$ cat config.mk
export PLATFORM = sky130hd
export DESIGN_NAME = sensor_sentence_deframer_unit_flat
export DESIGN_NICKNAME = d
export VERILOG_FILES = /design/src/hdl/ssd_pkg.sv /design/src/hdl/ssd_req_if.sv /design/src/hdl/ssd_rsp_if.sv /design/src/hdl/sensor_sentence_deframer_unit.sv /design/src/flat_wrapper.sv
export SDC_FILE = /design/constraint.sdc
export NUM_CORES = 1
export LEC_CHECK = 0
export BUFFER_PORTS_ARGS = -buffer_cell sky130_fd_sc_hd__buf_2
export CAP_MARGIN = 30
export CORE_ASPECT_RATIO = 1.75
export CORE_MARGIN = 2
export CORE_UTILIZATION = 48
export DETAILED_ROUTE_END_ITERATION = 8
export PLACE_DENSITY = 0.74
export SETUP_SLACK_MARGIN = 0.2
export SLEW_MARGIN = 10
export SYNTH_ARGS = -nofsm -noshare
export SYNTH_HDL_FRONTEND = slang
export SYNTH_SLANG_ARGS = --single-unit
$ cat constraint.sdc
create_clock -name clock -period 7.5 [get_ports clock]
set_clock_uncertainty 0.15 [all_clocks]
set_input_delay 0.75 -clock clock [delete_from_list [all_inputs] [get_ports clock]]
set_output_delay 0.75 -clock clock [all_outputs]
set_load 0.02 [all_outputs]
$ cat src/hdl/ssd_pkg.sv
// Shared constants and types for the sensor sentence deframer.
package ssd_pkg;

   // Sentence limits
   localparam int TYPE_LEN = 2;
   localparam int DATA_LEN = 128;

   // Width of the type character counter, able to hold TYPE_LEN itself
   localparam int TYPE_CNT_W = $clog2(TYPE_LEN + 1);

   // Framing characters
   localparam logic [7:0] CHAR_SPACE = 8'h20;
   localparam logic [7:0] CHAR_COLON = 8'h3A;
   localparam logic [7:0] CHAR_COMMA = 8'h2C;
   localparam logic [7:0] CHAR_CR    = 8'h0D;
   localparam logic [7:0] CHAR_LF    = 8'h0A;
   localparam logic [7:0] CHAR_FAIL  = 8'hFF;

   // Payload field types
   typedef logic [7:0]  byte_type;
   typedef logic [6:0]  index_type;
   typedef logic [7:0]  count_type;
   typedef logic [15:0] type_chars_type;
   typedef logic [1:0]  type_len_type;

endpackage

$ cat src/hdl/ssd_req_if.sv
// Request channel carrying one received serial byte.
interface ssd_req_if import ssd_pkg::*; ();
   logic     valid;
   logic     ready;
   byte_type rx_byte;

   modport source (output valid, output rx_byte, input ready);
   modport sink   (input valid, input rx_byte, output ready);
endinterface

$ cat src/hdl/ssd_rsp_if.sv
// Response channel carrying one stored data byte and sentence status.
interface ssd_rsp_if import ssd_pkg::*; ();
   logic           valid;
   logic           ready;
   byte_type       data_byte;
   index_type      byte_index;
   logic           frame_done;
   count_type      data_len;
   type_chars_type type_chars;
   type_len_type   type_len;

   modport source (output valid, output data_byte, output byte_index, output frame_done,
                   output data_len, output type_chars, output type_len, input ready);
   modport sink   (input valid, input data_byte, input byte_index, input frame_done,
                   input data_len, input type_chars, input type_len, output ready);
endinterface

$ cat src/hdl/sensor_sentence_deframer_unit.sv
// Deframer for ':' TYPE ',' DATA CR LF sentences, one byte per request.
//
// Channels: req_chan takes one received byte per request; rsp_chan gives
// one response for each stored data byte (CR and LF included) with its
// index, the type characters and, on the completing LF, frame_done and
// the sentence length. Spaces, colons, type bytes and dropped bytes give
// no response.
// Path: an accepted byte is held in the input register, parsed
// combinationally, and its response is held in the response register
// until rsp_chan takes it.
// Throughput: one request per cycle while rsp_chan does not stall, set
// by the single parse stage between the input and response registers.
// Reset: synchronous; clears the parser to idle, the counters and type
// store, the halt flag and both valid flags.
// Stall: while the response register holds an untaken response the parse
// stage waits; one more byte sits in the input register, after which
// req_chan.ready falls until rsp_chan.ready returns.
// A 0xFF byte halts the parser: later bytes are taken and dropped until
// reset.
module sensor_sentence_deframer_unit import ssd_pkg::*; (
   input logic    clock,
   input logic    reset,
   ssd_req_if.sink   req_chan,
   ssd_rsp_if.source rsp_chan
);

   // Parser phase codes
   localparam logic [1:0] PH_IDLE = 2'd0;
   localparam logic [1:0] PH_TYPE = 2'd1;
   localparam logic [1:0] PH_DATA = 2'd2;
   localparam logic [1:0] PH_LF   = 2'd3;

   // Input register
   logic     in_valid_ff, in_valid_in;
   byte_type in_byte_ff;

   // Parser state
   logic [1:0]            phase_ff, phase_in;
   count_type             char_count_ff, char_count_in;
   type_chars_type        type_store_ff, type_store_in;
   logic [TYPE_CNT_W-1:0] type_count_ff, type_count_in;
   logic                  halted_ff, halted_in;

   // Response register
   logic           out_valid_ff, out_valid_in;
   byte_type       out_byte_ff, out_byte_in;
   index_type      out_index_ff, out_index_in;
   logic           out_done_ff, out_done_in;
   count_type      out_len_ff, out_len_in;
   type_chars_type out_chars_ff, out_chars_in;
   type_len_type   out_tlen_ff, out_tlen_in;

   logic out_free;
   logic parse_go;
   logic emit;
   logic emit_done;

   // Handshake control
   assign out_free       = !out_valid_ff || rsp_chan.ready;
   assign parse_go       = in_valid_ff && out_free;
   assign req_chan.ready = !in_valid_ff || out_free;

   // Advance the input register
   always_comb begin
      if (req_chan.valid && req_chan.ready) begin
         in_valid_in = 1'b1;
      end else if (parse_go) begin
         in_valid_in = 1'b0;
      end else begin
         in_valid_in = in_valid_ff;
      end
   end

   // Parse one byte
   always_comb begin
      phase_in      = phase_ff;
      char_count_in = char_count_ff;
      type_store_in = type_store_ff;
      type_count_in = type_count_ff;
      halted_in     = halted_ff;
      emit          = 1'b0;
      emit_done     = 1'b0;
      if (parse_go && !halted_ff) begin
         if (in_byte_ff == CHAR_FAIL) begin
            halted_in = 1'b1;
         end else if (in_byte_ff == CHAR_SPACE) begin
            // drop spaces
         end else if (in_byte_ff == CHAR_COLON) begin
            phase_in      = PH_TYPE;
            char_count_in = '0;
            type_store_in = '0;
            type_count_in = '0;
         end else begin
            case (phase_ff)
               PH_TYPE: begin
                  if (in_byte_ff == CHAR_COMMA) begin
                     phase_in      = PH_DATA;
                     char_count_in = '0;
                  end else if (32'(type_count_ff) < TYPE_LEN) begin
                     if (32'(type_count_ff) < 2) begin
                        if (type_count_ff[0]) begin
                           type_store_in[15:8] = in_byte_ff;
                        end else begin
                           type_store_in[7:0] = in_byte_ff;
                        end
                     end
                     type_count_in = type_count_ff + 1'b1;
                  end else begin
                     phase_in      = PH_IDLE;
                     char_count_in = '0;
                  end
               end
               PH_DATA: begin
                  if (32'(char_count_ff) >= DATA_LEN) begin
                     phase_in      = PH_IDLE;
                     char_count_in = '0;
                  end else begin
                     emit          = 1'b1;
                     char_count_in = char_count_ff + 1'b1;
                     if (in_byte_ff == CHAR_CR) begin
                        phase_in = PH_LF;
                     end
                  end
               end
               PH_LF: begin
                  if (in_byte_ff == CHAR_LF && 32'(char_count_ff) < DATA_LEN) begin
                     emit      = 1'b1;
                     emit_done = 1'b1;
                  end
                  phase_in      = PH_IDLE;
                  char_count_in = '0;
               end
               default: begin
                  // idle: drop the byte
               end
            endcase
         end
      end
   end

   // Build the response
   always_comb begin
      out_byte_in  = in_byte_ff;
      out_index_in = char_count_ff[6:0];
      out_done_in  = emit_done;
      out_len_in   = emit_done ? count_type'(char_count_ff + 1'b1) : '0;
      out_chars_in = type_store_ff;
      out_tlen_in  = (32'(type_count_ff) > 3) ? 2'd3 : type_len_type'(type_count_ff);
      if (parse_go && emit) begin
         out_valid_in = 1'b1;
      end else if (rsp_chan.ready) begin
         out_valid_in = 1'b0;
      end else begin
         out_valid_in = out_valid_ff;
      end
   end

   // Control registers
   always_ff @(posedge clock) begin
      if (reset) begin
         in_valid_ff   <= 1'b0;
         out_valid_ff  <= 1'b0;
         phase_ff      <= PH_IDLE;
         char_count_ff <= '0;
         type_store_ff <= '0;
         type_count_ff <= '0;
         halted_ff     <= 1'b0;
      end else begin
         in_valid_ff   <= in_valid_in;
         out_valid_ff  <= out_valid_in;
         phase_ff      <= phase_in;
         char_count_ff <= char_count_in;
         type_store_ff <= type_store_in;
         type_count_ff <= type_count_in;
         halted_ff     <= halted_in;
      end
   end

   // Payload registers
   always_ff @(posedge clock) begin
      if (req_chan.valid && req_chan.ready) begin
         in_byte_ff <= req_chan.rx_byte;
      end
      if (parse_go && emit) begin
         out_byte_ff  <= out_byte_in;
         out_index_ff <= out_index_in;
         out_done_ff  <= out_done_in;
         out_len_ff   <= out_len_in;
         out_chars_ff <= out_chars_in;
         out_tlen_ff  <= out_tlen_in;
      end
   end

   // Drive the response channel
   assign rsp_chan.valid      = out_valid_ff;
   assign rsp_chan.data_byte  = out_byte_ff;
   assign rsp_chan.byte_index = out_index_ff;
   assign rsp_chan.frame_done = out_done_ff;
   assign rsp_chan.data_len   = out_len_ff;
   assign rsp_chan.type_chars = out_chars_ff;
   assign rsp_chan.type_len   = out_tlen_ff;

   // Once halted, stay halted until reset
   assert property (@(posedge clock) disable iff (reset) halted_ff |=> halted_ff)
      else $error("parser left halt without reset");

   // A halted parser produces no new response
   assert property (@(posedge clock) disable iff (reset)
      halted_ff && !out_valid_ff |=> !out_valid_ff)
      else $error("response produced while halted");

   // A completed sentence ends on LF and its length follows its index
   assert property (@(posedge clock) disable iff (reset)
      out_valid_ff && out_done_ff |->
         out_byte_ff == CHAR_LF && out_len_ff == count_type'({1'b0, out_index_ff} + 8'd1))
      else $error("completion response inconsistent");

endmodule
$ cat src/flat_wrapper.sv
// flat-port wrapper written by rule: the top's interface ports become plain ports
module sensor_sentence_deframer_unit_flat import ssd_pkg::*;
  (clock, reset, req_chan_valid, req_chan_rx_byte, req_chan_ready, rsp_chan_valid, rsp_chan_data_byte, rsp_chan_byte_index, rsp_chan_frame_done, rsp_chan_data_len, rsp_chan_type_chars, rsp_chan_type_len, rsp_chan_ready);
  ssd_req_if req_chan_i ();
  ssd_rsp_if rsp_chan_i ();
  input logic clock;
  input logic reset;
  input wire logic [$bits(req_chan_i.valid)-1:0] req_chan_valid;
  input wire logic [$bits(req_chan_i.rx_byte)-1:0] req_chan_rx_byte;
  output wire logic [$bits(req_chan_i.ready)-1:0] req_chan_ready;
  output wire logic [$bits(rsp_chan_i.valid)-1:0] rsp_chan_valid;
  output wire logic [$bits(rsp_chan_i.data_byte)-1:0] rsp_chan_data_byte;
  output wire logic [$bits(rsp_chan_i.byte_index)-1:0] rsp_chan_byte_index;
  output wire logic [$bits(rsp_chan_i.frame_done)-1:0] rsp_chan_frame_done;
  output wire logic [$bits(rsp_chan_i.data_len)-1:0] rsp_chan_data_len;
  output wire logic [$bits(rsp_chan_i.type_chars)-1:0] rsp_chan_type_chars;
  output wire logic [$bits(rsp_chan_i.type_len)-1:0] rsp_chan_type_len;
  input wire logic [$bits(rsp_chan_i.ready)-1:0] rsp_chan_ready;
  assign req_chan_i.valid = req_chan_valid;
  assign req_chan_i.rx_byte = req_chan_rx_byte;
  assign req_chan_ready = req_chan_i.ready;
  assign rsp_chan_valid = rsp_chan_i.valid;
  assign rsp_chan_data_byte = rsp_chan_i.data_byte;
  assign rsp_chan_byte_index = rsp_chan_i.byte_index;
  assign rsp_chan_frame_done = rsp_chan_i.frame_done;
  assign rsp_chan_data_len = rsp_chan_i.data_len;
  assign rsp_chan_type_chars = rsp_chan_i.type_chars;
  assign rsp_chan_type_len = rsp_chan_i.type_len;
  assign rsp_chan_i.ready = rsp_chan_ready;
  sensor_sentence_deframer_unit u_core (.clock(clock), .reset(reset), .req_chan(req_chan_i), .rsp_chan(rsp_chan_i));
endmodule
# --- After elaboration in Yosys (flattened, before gate mapping) ---
# Index checks and enable logic that the tools add are counted.
totals:
  ff_bits: 81
  in_bits: 12
  output_inout_bits: 44
  wordCells: 94
classes:
  addsub: 2
  magnitude_cmp: 3
  eq_ne: 13
  mux: 37
  bitwise: 2
  reduce_logical: 22
ops:
  columns: ["op", "count"]
  rows:
  - ["2-to-1 mux 16 bit", 4]
  - ["2-to-1 mux 8 bit", 6]
  - ["equality test 8 x 6 -> 1 bit, second input constant", 3]
  - ["case mux 8 bit (3 select lines)", 1]
  - ["2-to-1 mux 2 bit", 9]
  - ["equality test 8 x 4 -> 1 bit, second input constant", 2]
  - ["2-to-1 mux 1 bit", 15]
  - ["AND reduction 7 bit", 2]
  - ["AND reduction 6 bit", 2]
  - ["nonzero test 2 bit", 5]
  - ["adder 8 x 1 -> 8 bit, second input constant", 1]
  - ["equality test 8 bit, second input constant", 1]
  - [">= comparator 8 bit, second input constant", 1]
  - ["< comparator 8 bit, second input constant", 1]
  - ["case mux 2 bit (3 select lines)", 1]
  - ["logical AND 1 bit", 5]
  - ["AND reduction 5 bit", 1]
  - ["equality test 2 bit, second input constant", 2]
  - ["inequality test 4 x 1 -> 1 bit, second input constant", 1]
  - ["inequality test 4 x 2 -> 1 bit, second input constant", 1]
  - ["nonzero test 4 bit", 1]
  - ["logical NOT 1 bit", 3]
  - ["adder 2 x 1 -> 2 bit, second input constant", 1]
  - ["equality test 2 x 1 -> 1 bit, second input constant", 1]
  - ["7 further kinds", 9]

# --- Logic depth before layout (Yosys ltp) ---
logic_depth:
  depth_word: 10
  depth_mapped: 8

# --- Worst setup path after synthesis ---
# No wires, ideal clock.
synth_path:
  kind: "in2reg"
  startpoint: "input rsp_chan_ready"
  endpoint: "register u_core.out_index_ff[0] (netlist: u_core.rsp_chan.byte_index[0]), enable pin"
  arrival_ns: 2.824
  t_required_ns: 6.950
  setup_slack_ns: 4.126
  path_stages: 6
  path_buffers: 1
  cell_sequence: "nor2b_1 nor3b_2 nand3_1 or4_1 clkbuf_1 nand2_1"
synth_via:
  elab_chain_len: 5
synth_lines:
  columns: ["element", "line", "source"]
  rows:
  - ["from (decl)", "flat_wrapper.sv:18", "input wire logic [$bits(rsp_chan_i.ready)-1:0] rsp_chan_ready;"]
  - ["logical OR 1 bit *", "sensor_sentence_deframer_unit.sv:59", "assign out_free = !out_valid_ff || rsp_chan.ready;"]
  - ["logical AND 1 bit *", "sensor_sentence_deframer_unit.sv:60", "assign parse_go = in_valid_ff && out_free;"]
  - ["logical AND 1 bit", "sensor_sentence_deframer_unit.sv:83", "if (parse_go && !halted_ff) begin"]
  - ["2-to-1 mux 1 bit", "sensor_sentence_deframer_unit.sv:83", null]
  - ["logical AND 1 bit *", "sensor_sentence_deframer_unit.sv:184", "if (parse_go && emit) begin"]
  - ["to (signal assigned)", "sensor_sentence_deframer_unit.sv:186", "out_index_ff <= out_index_in;"]
  - ["to (decl)", "sensor_sentence_deframer_unit.sv:47", "index_type out_index_ff, out_index_in;"]
# Mark *: on every way between the ends. The rest lies on a longest branch, timed or not.
# A chain may end at the register's enable or synchronous reset.

# --- Worst setup path after layout ---
layout_path:
  startpoint: "input rsp_chan_ready"
  endpoint: "register u_core.out_chars_ff[7] (netlist: u_core.rsp_chan.type_chars[7]), enable pin"
layout_via:
  elab_chain_len: 5
layout_lines:
  columns: ["element", "line", "source"]
  rows:
  - ["logical OR 1 bit *", "sensor_sentence_deframer_unit.sv:59", null]
  - ["logical AND 1 bit *", "sensor_sentence_deframer_unit.sv:60", null]
  - ["logical AND 1 bit", "sensor_sentence_deframer_unit.sv:83", null]
  - ["2-to-1 mux 1 bit", "sensor_sentence_deframer_unit.sv:83", null]
  - ["logical AND 1 bit *", "sensor_sentence_deframer_unit.sv:184", null]
  - ["to (signal assigned)", "sensor_sentence_deframer_unit.sv:189", "out_chars_ff <= out_chars_in;"]
  - ["to (decl)", "sensor_sentence_deframer_unit.sv:50", "type_chars_type out_chars_ff, out_chars_in;"]
# Marked as above.

==> out/results.env <==
CTS.CLK_SLEW.WORST_PATHS_PS=50
TOTAL_CORE_AREA_MM2=0.00649
FINAL_MAX_SLEW_VIOL_COUNT=0
PLACE.GP.CONGESTION=0.861
VIAS_POST_DR=2070
GRT_PASS1_VIAS=2104
FINAL-INSTANCE-COUNT-EXCL-FILL=382
PORT_BUFFERS=55
SHARE_COMB_OF_TOTAL_POWER=0.017
DETAILEDROUTE.FIRSTITERATIONVIOLATIONS=104
TOTAL_LEAKAGE_POWER_uW=0.00151
CRIT_PATH_CELL_TRACE='buf_2 -> nor2b_1 -> nor3b_2 -> nand3_1 -> or4_1 -> nand2_1 -> buf_4'
POST_SYNTH_INSTANCE_AREA_MM2=0.00319
POST_ROUTE_CELLS_DRIVE_ABOVE_1_SHARE=0.280
CRIT_PATH_TOP_DELAY_CELL='sky130_fd_sc_hd__or4_1'
FP.DIEH_UM=112
PATH_BUF_INV=2
SYNTH_EDF_COUNT=50
SYNTH.YOSYS.SEQ_AREA_SHARE=0.665
CRITICAL_PATH.TOP_DELAY_FAMILY='simple AND/OR/NAND/NOR gates'
MAX_FREQ_GHz=0.313
FINALSETUPTNS_PS=0
CLOCK-SINKS=81
CP-END-KIND='flop'
FILLERS=529
SLEW_HEADROOM=0.436
POST_CTS_RESIZED=0
SETUP_VIOL=0
ROWS=39
AREA_DELTA_SYNTH_FINAL_PCT=20.4
DRT-WIRELENGTH-PER-CELL_UM=15.8
DRT-VIAS-PER-INSTANCE=5.42
RSZ0062_AT_GRT='no'
CRIT_PATH_MAX_INCR_DELAY_PS=800
TYPE_OF_ORIGIN_OF_THE_CRITICAL_PATH='primary input'
INITIAL_CORE_UTIL=0.492
DIE-WIDTH_UM=65.6
SYNTH_CELL_TYPE_COUNT=50
TOTAL_SWITCHING_POWER_uW=177
SYNTH_TOP_FLOP_CELL='sky130_fd_sc_hd__edfxtp_1'
SYNTH-SEQ-CELLS=81
SYNTH_NETS=252
FINALNETCOUNT=312
CLKPWRFRAC=0.473
HPWL_UM=4230
YS_ASYNC_SR_FRACTION=0
CTS_BUFFERS=9
CTS.HTREE.LEVELS=3
SHARE_OF_POWER_BURNED_IN_REGISTERS=0.510
RUN_STATUS='complete, no violations'
CTS_ROOT_BUFFER='sky130_fd_sc_hd__clkbuf_16'
MOST_FREQUENT_STANDARD_CELL_IN_THE_LAYOUT_EXCLUDING_FILL_AND_TAP_CELLS='sky130_fd_sc_hd__buf_2'
PATH_MAX_FANOUT=41
POST-ROUTE-MIN-PERIOD_PS=3200
GRT_FIRST_PASS_WIRELENGTH_UM=10000
SYN_INST=235
TOTAL_DIE_AREA_MM2=0.00734
IRDROPWORSTVDD_V=0.000189
FINAL_CELL_MIX='sky130_fd_sc_hd__buf_2, sky130_fd_sc_hd__edfxtp_1, sky130_fd_sc_hd__dfxtp_1'
WORSTPATHARRIVAL_PS=3020
HOLDBUFCOUNTCTS=0
IO_PINS=56
WORSTHOLDPATHTYPE='flop to flop'
PRE_CTS_WS_PS=3960
GRT-OVFL-TOTAL=0
P_INT_uW=769
GRTUSAGETOTAL=0.184
SKEW_PAIR_LATE_INSERTION_DELAY_PS=330
ROUTE.FINAL.WIRE_LENGTH_UM=6040
LARGEST_NET_DEGREE_AT_THE_START_OF_GLOBAL_ROUTING=42
MAX_CAP_VIOLATION_COUNT=0
POSTROUTEANTENNANETS=0
PERIOD_SHARE=0.427
CTS-ROOT-TO-SINK-BUFFERS=2
SYNTH.AVG_CELL_AREA_UM2=13.6
CTS_POST_SETUP_BUFFERS_INSERTED=0
NUMBER_OF_ANTENNA_VIOLATIONS_AT_THE_FIRST_CHECK_IN_GLOBAL_ROUTING=0
HOLD_VIOLATIONS=0
ANTENNA_CELLS=0
YOSYS_WARN_COUNT=0
WORST_EP_REQUIRED_TIME_PS=7320
DPL.CELL_COUNT=366
POWER_DENSITY_mW_PER_MM2=247
SWITCHING_SHARE=0.187
TRITONCTS_CLOCK_TREE='built'
FINAL_CRITICAL_PATH_SETUP_SLACK_PS=4300
ROUTE.DETAILED.DRC=0
TIMING_WORST_SETUP_PATH_TYPE='primary input to flop'
WORST-SLEW-PIN-TRANSITION_PS=839
DRT_PRE_ANTENNA_ITERS=4
-- kinds of logic (layout without fill, tap and decap cells) --
| kind of cell | Yosys count | after routing | share of synthesized area |
|---|---|---|---|
| fa+ha+maj | 5 | 5 | 0.0196 |
| simple gates | 73 | 73 | 0.133 |
| compound gates | 52 | 52 | 0.132 |
| buf+inv | 16 | 81 | 0.0255 |
| mux | 8 | 8 | 0.0251 |
| flops | 81 | 81 | 0.665 |
-- final cells by class --
class,count,area (um^2),area share
Inverter,9,33.8,0.00880
Sequential cell,81,2120,0.553
Clock buffer,10,229,0.0596
Timing Repair Buffer,56,283,0.0736
Clock inverter,6,82.6,0.0215
Multi-Input combinational cell,138,987,0.257
Tap cell,82,103,0.0267
-- sequential cells by signal, summed over array words and instances, names as in the netlist --
name and cells:
u_core.out_chars_in 16, u_core.rsp_chan.type_chars 16, u_core.char_count_ff 8, u_core.in_byte_ff 8, u_core.rsp_chan.data_byte 8, u_core.rsp_chan.data_len 8, u_core.rsp_chan.byte_index 7, u_core.out_tlen_in 2
u_core.phase_ff 2, u_core.rsp_chan.type_len 2, u_core.halted_ff 1, u_core.in_valid_ff 1, u_core.rsp_chan.frame_done 1, u_core.rsp_chan.valid 1
-- power by group through the flow --
| stage | combinational, uW | sequential, uW | clock (uW) |
|---|---|---|---|
| 6_report | 16.1 | 483 | 448 |
| 5_1_grt | 18.4 | 483 | 479 |
| 4_1_cts | 16.4 | 483 | 455 |
| 3_5_place_dp | 16.3 | 492 | 0 |
| 3_3_place_gp | 15.8 | 492 | 0 |
| 2_1_floorplan | 11.7 | 488 | 0 |
-- Yosys cell counts (2+ instances only) --
| master | instances | area [um^2] |
|---|---|---|
| sky130_fd_sc_hd__a21oi_1 | 9 | 45.0 |
| sky130_fd_sc_hd__a22o_1 | 8 | 70.1 |
| sky130_fd_sc_hd__a31oi_1 | 2 | 12.5 |
| sky130_fd_sc_hd__and2_1 | 5 | 31.3 |
| sky130_fd_sc_hd__buf_2 | 2 | 10.0 |
| sky130_fd_sc_hd__buf_6 | 2 | 22.5 |
| sky130_fd_sc_hd__clkbuf_1 | 2 | 7.51 |
| sky130_fd_sc_hd__dfxtp_1 | 31 | 621 |
| sky130_fd_sc_hd__edfxtp_1 | 50 | 1500 |
| sky130_fd_sc_hd__ha_1 | 5 | 62.6 |
| sky130_fd_sc_hd__inv_1 | 9 | 33.8 |
| sky130_fd_sc_hd__mux2i_1 | 8 | 80.1 |
| sky130_fd_sc_hd__nand2_1 | 11 | 41.3 |
| sky130_fd_sc_hd__nand3_1 | 7 | 35.0 |
| sky130_fd_sc_hd__nand4_1 | 2 | 12.5 |
| sky130_fd_sc_hd__nor2_1 | 20 | 75.1 |
| sky130_fd_sc_hd__nor2b_1 | 7 | 43.8 |
| sky130_fd_sc_hd__nor3_1 | 2 | 10.0 |
| sky130_fd_sc_hd__nor4_1 | 3 | 18.8 |
| sky130_fd_sc_hd__o211ai_1 | 8 | 60.1 |
| sky130_fd_sc_hd__o21ai_0 | 6 | 30.0 |
| sky130_fd_sc_hd__o21ba_2 | 5 | 50.1 |
| sky130_fd_sc_hd__o31ai_1 | 3 | 22.5 |
| sky130_fd_sc_hd__o41ai_1 | 2 | 17.5 |
-- worst register-to-register path: stages (launching register included) --
cell and delay [ps]:
sky130_fd_sc_hd__edfxtp_1 530, sky130_fd_sc_hd__nor4b_1 220, sky130_fd_sc_hd__nand2_1 140, sky130_fd_sc_hd__nand3_1 350, sky130_fd_sc_hd__or4_1 800, sky130_fd_sc_hd__nand2_1 180, sky130_fd_sc_hd__buf_4 450
-- final timing paths --
kind,start,to,slack [ps],depth (start not counted)
setup reg to reg,u_core.in_byte_ff[5],u_core.rsp_chan.type_chars[7],4300,6
hold / removal,u_core.out_chars_in[7],u_core.rsp_chan.type_chars[7],280,0
setup / recovery,rsp_chan_ready,u_core.rsp_chan.type_chars[7],4300,7
hold reg to reg,u_core.out_chars_in[7],u_core.rsp_chan.type_chars[7],280,0
-- stage by stage --
stage          cell area (um^2)   util  hold slack, ps  power (uW)
6_report                   3840  0.592             279         947
5_1_grt                    3840  0.592             299         980
4_1_cts                    3840  0.592             281         954
3_5_place_dp               3530  0.544             267         508
3_3_place_gp               3530  0.544             274         508
2_1_floorplan              3190      -             258         500
-- metal layers --
metal | global-route usage | vias up | part of all wire
li1 | - | 1007 | -
met1 | 0.190 | 996 | 0.37
met2 | 0.326 | 53 | 0.57
met3 | 0.0566 | 14 | 0.032
met4 | 0.0903 | 0 | 0.027
met5 | 0 | - | 0
(Power assumes the default switching activity.)
